<file path="src/hw/rtl/stb_pkg.sv">
`timescale 1ns / 1ps
// ----------------------------------------------------------------------------
// stb_pkg : shared constants for the soft timer bank
// Bank size, derived index width, command codes, result kinds and status bits.
// ----------------------------------------------------------------------------
package stb_pkg;

  localparam int NUM_TIMERS = 4;
  localparam int IDX_W      = (NUM_TIMERS > 1) ? $clog2(NUM_TIMERS) : 1;

  localparam logic [2:0] OP_TICK    = 3'd0;
  localparam logic [2:0] OP_SET     = 3'd1;
  localparam logic [2:0] OP_START   = 3'd2;
  localparam logic [2:0] OP_STOP    = 3'd3;
  localparam logic [2:0] OP_DISABLE = 3'd4;
  localparam logic [2:0] OP_QUERY   = 3'd5;

  localparam logic KIND_EXPIRY = 1'b0;
  localparam logic KIND_QUERY  = 1'b1;

  localparam int ENABLEBIT = 7;
  localparam int MODEBIT   = 1;
  localparam int RUNBIT    = 0;

  function automatic logic [7:0] status_of(input logic en, input logic os, input logic run);
    logic [7:0] s;
    s            = '0;
    s[ENABLEBIT] = en;
    s[MODEBIT]   = os;
    s[RUNBIT]    = run;
    return s;
  endfunction

endpackage

</file>
<file path="src/hw/rtl/soft_timer_bank.sv">
`timescale 1ns / 1ps
// ----------------------------------------------------------------------------
// soft_timer_bank : bank of down-counting software timers
// Commands and ticks come in one word at a time; expiry signals and query
// replies go out through a registered result word.
// ----------------------------------------------------------------------------
// One input word is taken at a time; in_stall is high while it is worked on.
// A command (set, start, stop, disable, query) has an accept step and an
// execute step, which a query stretches while the result word is still held
// by out_stall. A tick is accepted and then scans every timer through a
// single shared 16-bit incrementer/decrementer: a timer that is idle or just
// counts down takes a scan step, one that expires without a semaphore a scan
// and a reload step, one that expires and signals a scan, a reload and an emit
// step (the emit waits while the result word is stalled). Ignored words
// (unknown opcode, timer id out of range) are accepted and dropped in idle.
// ----------------------------------------------------------------------------

module soft_timer_bank
  import stb_pkg::*;
(
  input  logic        clk,
  input  logic        rst,
  // command / tick word
  input  logic        in_valid,
  output logic        in_stall,
  input  logic [2:0]  opcode,
  input  logic [2:0]  timer_id,
  input  logic [15:0] period_value,
  input  logic        one_shot,
  input  logic [7:0]  signal_id,
  // result word
  output logic        out_valid,
  input  logic        out_stall,
  output logic        reply_kind,
  output logic [2:0]  which_timer,
  output logic [7:0]  signalled_id,
  output logic [7:0]  status_byte,
  output logic [15:0] period_tally,
  output logic        last_of_run
);

  typedef enum logic [2:0] {
    ST_IDLE,
    ST_CMD,
    ST_SCAN,
    ST_RELOAD,
    ST_EMIT
  } state_t;

  state_t state;

  // Per-timer state, small enough for flops
  logic [15:0] reload_period [NUM_TIMERS];
  logic [15:0] down_count    [NUM_TIMERS];
  logic [15:0] expiry_tally  [NUM_TIMERS];
  logic [7:0]  notify_id     [NUM_TIMERS];
  logic [NUM_TIMERS-1:0] enabled_flag;
  logic [NUM_TIMERS-1:0] running_flag;
  logic [NUM_TIMERS-1:0] oneshot_flag;

  // Latched command word
  logic [2:0]  op;
  logic [15:0] period;
  logic        mode;
  logic [7:0]  sig;

  logic [IDX_W-1:0]      cur;        // timer under work
  logic [NUM_TIMERS-1:0] emit_mask;  // timers that will signal on this tick

  logic        accept;
  logic        id_ok;
  logic        out_free;
  logic        out_load;
  logic        cur_zero;
  logic        cur_last;
  logic        later_emit;
  logic [15:0] alu_a;
  logic        alu_inc;
  logic [15:0] alu_y;
  logic [NUM_TIMERS-1:0] emit_mask_next;

  assign in_stall = (state != ST_IDLE);
  assign accept   = in_valid && !in_stall;
  assign id_ok    = (timer_id != 3'd0) && (32'(timer_id) <= NUM_TIMERS);
  assign out_free = !out_valid || !out_stall;
  // result register loads this cycle
  assign out_load = out_free && ((state == ST_CMD && op == OP_QUERY) || state == ST_EMIT);
  assign cur_zero = (down_count[cur] == 16'd0);
  assign cur_last = (cur == IDX_W'(NUM_TIMERS - 1));
  assign later_emit = ((emit_mask >> cur) >> 1) != '0;

  // Which timers will expire and signal, known at the start of the tick:
  // each timer's outcome depends only on its own state.
  always_comb begin
    for (int t = 0; t < NUM_TIMERS; t++) begin
      emit_mask_next[t] = enabled_flag[t] && running_flag[t] &&
                          (down_count[t] == 16'd0) && (notify_id[t] != 8'd0);
    end
  end

  // Shared incrementer / decrementer
  always_comb begin
    alu_a   = down_count[cur];
    alu_inc = 1'b0;
    case (state)
      ST_CMD: begin
        alu_a = period;
      end
      ST_SCAN: begin
        if (cur_zero) begin
          alu_a   = expiry_tally[cur];
          alu_inc = 1'b1;
        end
      end
      ST_RELOAD: begin
        alu_a = reload_period[cur];
      end
      default: begin
        alu_a = down_count[cur];
      end
    endcase
    alu_y = alu_a + (alu_inc ? 16'h0001 : 16'hFFFF);
  end

  always_ff @(posedge clk) begin
    if (rst) begin
      state        <= ST_IDLE;
      cur          <= '0;
      emit_mask    <= '0;
      out_valid    <= 1'b0;
      enabled_flag <= '0;
      running_flag <= '0;
      oneshot_flag <= '0;
      for (int t = 0; t < NUM_TIMERS; t++) begin
        reload_period[t] <= '0;
        down_count[t]    <= '0;
        expiry_tally[t]  <= '0;
        notify_id[t]     <= '0;
      end
    end else begin
      if (out_load) begin
        out_valid <= 1'b1;
      end else if (out_valid && !out_stall) begin
        out_valid <= 1'b0;
      end

      case (state)
        ST_IDLE: begin
          if (accept) begin
            op     <= opcode;
            period <= period_value;
            mode   <= one_shot;
            sig    <= signal_id;
            if (opcode == OP_TICK) begin
              cur       <= '0;
              emit_mask <= emit_mask_next;
              state     <= ST_SCAN;
            end else if (id_ok && (opcode == OP_SET || opcode == OP_START ||
                                   opcode == OP_STOP || opcode == OP_DISABLE ||
                                   opcode == OP_QUERY)) begin
              cur   <= IDX_W'(32'(timer_id) - 1);
              state <= ST_CMD;
            end
          end
        end

        ST_CMD: begin
          case (op)
            OP_SET: begin
              reload_period[cur] <= period;
              down_count[cur]    <= alu_y;
              running_flag[cur]  <= 1'b0;
              oneshot_flag[cur]  <= mode;
              expiry_tally[cur]  <= '0;
              notify_id[cur]     <= sig;
              enabled_flag[cur]  <= 1'b1;
              state              <= ST_IDLE;
            end
            OP_START: begin
              running_flag[cur] <= 1'b1;
              state             <= ST_IDLE;
            end
            OP_STOP: begin
              running_flag[cur] <= 1'b0;
              state             <= ST_IDLE;
            end
            OP_DISABLE: begin
              enabled_flag[cur] <= 1'b0;
              state             <= ST_IDLE;
            end
            OP_QUERY: begin
              if (out_free) begin
                reply_kind   <= KIND_QUERY;
                which_timer  <= 3'(32'(cur) + 1);
                signalled_id <= '0;
                status_byte  <= status_of(enabled_flag[cur], oneshot_flag[cur],
                                          running_flag[cur]);
                period_tally <= expiry_tally[cur];
                last_of_run  <= 1'b1;
                state        <= ST_IDLE;
              end
            end
            default: begin
              state <= ST_IDLE;
            end
          endcase
        end

        ST_SCAN: begin
          if (enabled_flag[cur] && running_flag[cur]) begin
            if (!cur_zero) begin
              down_count[cur] <= alu_y;
              if (cur_last) begin
                state <= ST_IDLE;
              end else begin
                cur <= cur + 1'b1;
              end
            end else begin
              // expiry: bump tally now, reload next cycle
              expiry_tally[cur] <= alu_y;
              if (oneshot_flag[cur]) begin
                running_flag[cur] <= 1'b0;
              end
              state <= ST_RELOAD;
            end
          end else if (cur_last) begin
            state <= ST_IDLE;
          end else begin
            cur <= cur + 1'b1;
          end
        end

        ST_RELOAD: begin
          down_count[cur] <= alu_y;
          if (notify_id[cur] != 8'd0) begin
            state <= ST_EMIT;
          end else if (cur_last) begin
            state <= ST_IDLE;
          end else begin
            cur   <= cur + 1'b1;
            state <= ST_SCAN;
          end
        end

        ST_EMIT: begin
          if (out_free) begin
            reply_kind   <= KIND_EXPIRY;
            which_timer  <= 3'(32'(cur) + 1);
            signalled_id <= notify_id[cur];
            status_byte  <= status_of(enabled_flag[cur], oneshot_flag[cur],
                                      running_flag[cur]);
            period_tally <= expiry_tally[cur];
            last_of_run  <= !later_emit;
            if (cur_last) begin
              state <= ST_IDLE;
            end else begin
              cur   <= cur + 1'b1;
              state <= ST_SCAN;
            end
          end
        end

        default: begin
          state <= ST_IDLE;
        end
      endcase
    end
  end

  // --------------------------------------------------------------------------
  // Assertions
  // --------------------------------------------------------------------------
  a_query_last: assert property (@(posedge clk) disable iff (rst)
    out_valid && reply_kind == KIND_QUERY |-> last_of_run)
    else $error("query reply not marked last");

  a_expiry_sig: assert property (@(posedge clk) disable iff (rst)
    out_valid && reply_kind == KIND_EXPIRY |-> signalled_id != 8'd0)
    else $error("expiry result with no semaphore");

  a_timer_range: assert property (@(posedge clk) disable iff (rst)
    out_valid |-> which_timer != 3'd0 && 32'(which_timer) <= NUM_TIMERS)
    else $error("result names a timer outside the bank");

  a_emit_planned: assert property (@(posedge clk) disable iff (rst)
    state == ST_EMIT |-> emit_mask[cur])
    else $error("expiry signal not in the tick's emit plan");

endmodule
</file>
<file path="config.mk">
export PLATFORM = sky130hd
export DESIGN_NAME = soft_timer_bank
export DESIGN_NICKNAME = d
export VERILOG_FILES = /design/src/hw/rtl/stb_pkg.sv /design/src/hw/rtl/soft_timer_bank.sv
export SDC_FILE = /design/constraint.sdc
export NUM_CORES = 1
export LEC_CHECK = 0
export CORE_UTILIZATION = 60
export CTS_CLUSTER_DIAMETER = 120
export DETAILED_ROUTE_END_ITERATION = 6
export DONT_BUFFER_PORTS = 1
export PLACE_DENSITY = 0.76
export SYNTH_ARGS = -nofsm -noshare
export SYNTH_HDL_FRONTEND = slang
export SYNTH_SLANG_ARGS = --single-unit
</file>
<file path="constraint.sdc">
create_clock -name clk -period 5.4 [get_ports clk]
set_input_delay 0.81 -clock clk [delete_from_list [all_inputs] [get_ports clk]]
set_output_delay 0.81 -clock clk [all_outputs]
set_load 0.01 [all_outputs]
</file>
* Yosys cells after proc, flatten, opt, wreduce, memory -nomap -nowiden
Memories as Yosys holds them, arrays and structs flattened. A register that Yosys moved wholly into a read port is not among the register bits. Index checks and enable logic that the tools add are counted.
Operators by class: muxes and demuxes 103, bitwise gates (word level) 9, shift operators 1, order comparisons 3, eq/ne operators 27, reduce and logical (&&, ||, !) cells 64, $add $sub $neg 4
Operators by type and width (number):
- $mux 16 | 10
- $logic_not 16->1 | 5
- $mux 8 | 6
- $pmux 16 s3 | 1
- $reduce_or 16->1 | 3
- $mux 2 | 21
- $reduce_bool 8->1 | 5
- $mux 3 | 12
- $mux 1 | 34
- $pmux 16 s2 | 1
- $pmux 8 s2 | 2
- $pmux 4 s2 | 3
- $logic_and 1x1->1 | 20
- $eq 3x2->1 const B | 6
- $add 16x16->16 | 1
- $eq 3x3->1 const B | 5
- $pmux 3 s5 | 1
- $ne 2x2->1 const B | 7
- $mux 4 | 3
- $reduce_and 5->1 | 2
- $eq 3x1->1 const B | 3
- $ne 3x3->1 const B | 3
- $reduce_and 3->1 | 3
- $and 4x4->4 | 2
- 31 further kinds | 52
Word-level totals: memories 4, flip-flop bits (word level) 87, bits in writable memories 224, input bits 35, output and inout bits 39
Memory list:
- down_count | depth 4, bits a word 16, read ports 5, clocked after memory_dff 1, write ports 4, RTL line soft_timer_bank.sv:54 | logic [15:0] down_count [NUM_TIMERS];
- expiry_tally | depth 4, bits a word 16, read ports 1, clocked after memory_dff 1, write ports 4, RTL line soft_timer_bank.sv:55 | logic [15:0] expiry_tally [NUM_TIMERS];
- reload_period | depth 4, bits a word 16, read ports 1, clocked after memory_dff 1, write ports 4, RTL line soft_timer_bank.sv:53 | logic [15:0] reload_period [NUM_TIMERS];
- notify_id | depth 4, bits a word 8, read ports 5, clocked after memory_dff 1, write ports 4, RTL line soft_timer_bank.sv:56 | logic [7:0] notify_id [NUM_TIMERS];

* Longest topological paths before layout
depth in word-level cells 12, mapped depth 19, mapped depth without buffers 16

* Least setup slack after synthesis
No wires, ideal clock.
path type reg2reg, start point register (tool-made name), end point memory down_count[0][14], data pin, slack 734 ps, arrival time 4382 ps, cell stages (with the launch flop) 20, period minus slack after synthesis 4666 ps, required time 5116 ps, setup time 284 ps, cell sequence dfxtp_1 > buf_4 > buf_1 > buf_2 > mux4_2 > nand2_1 > a21oi_1 > nor2_1 > a21oi_1 > nor2_1 > a21oi_1 > ha_1 > nor2b_1 > o21ai_0 > a21boi_0 > o2111ai_1 > a21oi_1 > o21ai_0 > a311oi_1 > nor2_1
RTL lines (RTL line):
- to (decl) | soft_timer_bank.sv:54

==> results.rst <==
.. list-table::
   :header-rows: 1

   * - Metric
     - Value
   * - Outcome
     - complete, no violations
   * - CTS buffer count
     - 31
   * - Clock tree from TritonCTS
     - yes
   * - Drt first-iter violations
     - slightly above 1,000
   * - Layout overhead on the synthesized area
     - 9.64%
   * - Area of the die
     - between 0.02 and 0.025 mm²
   * - Buffers & Inverters on Critical Path
     - 2
   * - Overflow after GRT
     - 0
   * - CP Cell Sequence
     - mux4_2, nor4_1, nand4_1, buf_4, or2_2, ha_1, nor2b_1, o21ai_0, a21boi_0, o2111ai_1, a21oi_1, o21ai_0, a311oi_1, buf_4, nor2_1
   * - Core box area
     - around 0.023 mm²
   * - Arrival time of data at the critical path endpoint
     - 5.36 ns
   * - CTS clk-pin slew, worst paths
     - 0.06 ns
   * - Final slew viol count
     - 0
   * - Via-per-instance ratio
     - 6.60
   * - Primary flip-flop cell chosen by synthesis mapping
     - edfxtp_1
   * - Post-synth EDFFs
     - 284
   * - Register bit count reported by yosys
     - 307
   * - Time the worst path needs with I/O delays and setup
     - 5.08 ns
   * - Detail Route Antenna Nets
     - 0
   * - Aggregate global-route resource usage
     - 0.300
   * - Top library cells by usage in the layout, fill and taps aside
     - edfxtp_1 (284), nor2_1 (176), and3_1 (107)
   * - Starting density of the core
     - 0.619
   * - DRC errors left
     - 0
   * - Average wire length per cell after detail routing
     - 24.7 µm
   * - Category of the worst setup path launch point
     - register
   * - Fraction of registers with async set/reset
     - 0
   * - Maximum buffer depth of the clock tree
     - 3
   * - Fraction of the cycle the final worst path needs
     - 0.940
   * - Final setup violating endpoints
     - 0
   * - CTS Hold Buffers Added
     - 0
   * - DRT Pass-1 Iters
     - 5
   * - Post-Route WL
     - 35,000 µm
   * - Endpoint class of the critical path
     - register
   * - Largest stage delay on the critical path
     - 0.59 ns
   * - # nets final
     - roughly 1,100
   * - Proportion of synthesized chip area in sequential cells
     - 0.635
   * - Maximum net fanout on the critical path
     - 32
   * - Synthesized instance count
     - 1,079
   * - Total chip power
     - 0.00549 W
   * - Max_slew headroom
     - 0.151
   * - Filler cell count
     - roughly 1,600
   * - Type of the most critical hold path
     - in -> reg
   * - Number of antenna violations at the first check in global routing
     - 0
   * - Wire length of the first global-routing pass
     - 53,800 µm
   * - Power per Cell Area
     - 354 mW/mm²
   * - Achievable Freq
     - 197 MHz
   * - Row Count
     - 55
   * - Maximum level of the CTS H-tree
     - 1
   * - Number of placed I/O pins
     - 74
   * - TNS Setup
     - 0 ns
   * - Worst supply voltage drop on vdd
     - 0.000297 V
   * - Post-DP HPWL
     - ~23,000 µm
   * - Most frequent standard cell in the layout excluding fill and tap cells
     - edfxtp_1
   * - Clk sinks
     - about 300
   * - Number of unique standard cell types used by synthesis
     - between 50 and 60
   * - Detailed-route via count
     - between 9,000 and 10,000
   * - Via count of the first global-routing pass
     - a little over 9,000
   * - Worst Hold Launch
     - rst
   * - Number of warnings reported in the yosys synthesis log
     - 0
   * - Worst-Skew Late Latency
     - about 0.56 ns
   * - Dominant delay contributor by cell family on the critical path
     - compound AO/OA/AOI/OAI gates
   * - Worst-Margin Slew
     - 1.27 ns
   * - Die Y-Extent
     - between 150 and 200 µm
   * - Horizontal die dimension
     - 156 µm
   * - Unrepaired setup endpoints after global routing
     - false
   * - I/O Buffers
     - 0
   * - Total standard cell area after synthesis
     - 0.0141 mm²
   * - Setup skew after layout
     - 0.0165 ns
   * - Proportion of layout cells with a drive suffix above 1
     - 0.142
   * - Critical-path cell with the highest stage delay
     - mux4_2
   * - Pin count of the biggest net entering global routing
     - 73
   * - Routability-driven placement congestion ratio
     - 0.956
   * - WP data required
     - 5.68 ns
   * - CTS root buf
     - clkbuf_16
   * - Final number of hold-violating endpoints
     - 0
   * - Total leakage power
     - 5.82 nW
   * - Start-to-end type of the worst setup path
     - reg -> reg
   * - Number of diodes
     - 0
   * - Avg Inst Size Synth
     - 13.1 µm²
   * - Count of maximum capacitance violations
     - 0
synthesized netlist by cell type, types with 4 or more instances:
cell type / number / area (µm²)
nor2_1: 177 / 664
o21a_1: 5 / 37.5
or2_2: 5 / 31.3
clkbuf_1: 46 / 173
dfxtp_1: 23 / 460
o211ai_1: 6 / 45.0
xnor2_1: 8 / 70.1
edfxtp_1: 284 / 8530
mux4_2: 59 / 1330
inv_1: 21 / 78.8
nor4_1: 24 / 150
buf_1: 6 / 22.5
o21ai_0: 32 / 160
a21o_1: 5 / 37.5
buf_4: 6 / 45.0
o31ai_1: 5 / 37.5
xor2_1: 6 / 52.6
nor3_1: 19 / 95.1
ha_1: 21 / 263
nand2_1: 57 / 214
buf_2: 10 / 50.1
nand3b_1: 4 / 30.0
nand3_1: 16 / 80.1
nand2b_1: 10 / 62.6
nor2b_1: 5 / 31.3
and3_1: 107 / 669
a21oi_1: 64 / 320
flip-flops by register name, summed over array words and instances, names as in the netlist, 4 cells and up, named ones only:
name	flops
sig	8
period_tally	16
reload_period	64
notify_id	32
expiry_tally	64
oneshot_flag	4
period	16
signalled_id	8
down_count	64
worst reg2reg max path: cells and delay by family, from the launching register on:
kind                       cells  cell delay, ns
and+or+nand+nor                5            1.31
buffers and inverters          2            0.48
AOI/OAI and AO/OA              6            1.41
adders and majority gates      1            0.44
muxes                          1            0.60
DFF                            1            0.56
per-stage QoR:
| step | instance area [µm²] | worst slack [ns] | hold slack [ns] | utilization | instances |
|---|---|---|---|---|---|
| 2_1_floorplan | 14200 | 0.734 | 0.433 | - | 1083 |
| 3_3_place_gp | 14500 | 0.424 | 0.438 | 0.636 | 1356 |
| 3_5_place_dp | 14500 | 0.280 | 0.449 | 0.636 | 1356 |
| 4_1_cts | 15500 | 0.238 | 0.293 | 0.677 | 1413 |
| 5_1_grt | 15500 | 0.00132 | 0.294 | 0.679 | 1415 |
| 6_report | 15500 | 0.322 | 0.311 | 0.679 | 1415 |
report_power, final:
part           leakage [nW]  switching, W  internal, W  total (W)
combinational          2.30      0.000498     0.000252   0.000750
clock                 0.466      0.000885      0.00113    0.00201
sequential             3.05     0.0000558      0.00267    0.00273
area by class of cell:
| class | count | area [µm²] | area share |
|---|---|---|---|
| Inverter | 22 | 82.6 | 0.00532 |
| Timing Repair Buffer | 31 | 233 | 0.0150 |
| Clock buffer | 41 | 833 | 0.0537 |
| Clock inverter | 16 | 111 | 0.00718 |
| Multi-Input combinational cell | 685 | 4860 | 0.314 |
| Tap cell | 313 | 392 | 0.0253 |
| Sequential cell | 307 | 8990 | 0.580 |
final timing paths:
check                                    endpoint  slack, ns  depth (start not counted)
worst max-delay path            down_count[2][14]       0.32                         15
worst min-delay path                     register       0.31                          1
worst max register to register  down_count[2][14]       0.32                         15
worst min register to register    oneshot_flag[1]       0.46                          2
kinds of logic (layout without fill, tap and decap cells):
group	after synthesis	in the layout	share of synthesized area
flip-flops	307	307	0.635
other	1	5	0.000265
AO/OA/AOI/OAI	143	143	0.0607
adder cells (fa/ha/maj)	22	22	0.0200
XOR/XNOR	15	15	0.00982
AND/OR/NAND/NOR	437	437	0.150
multiplexers	63	63	0.0969
buffers and inverters	91	110	0.0272
repair_timing:
item / 4_1_cts / 5_1_grt
endpoints found under the hold margin: 0 / 0
gates resized for setup: 0 / 4
setup endpoints to repair: 0 / 17
buffers inserted: 0 / 2
metal layers:
metal	global-route usage	up-vias	routed length (µm)
li1	-	4078	-
met1	0.421	4599	14100
met2	0.466	576	16100
met3	0.0572	81	3450
met4	0.121	0	1380
met5	0	-	0
Note: power is estimated with default switching activity, not from simulation.
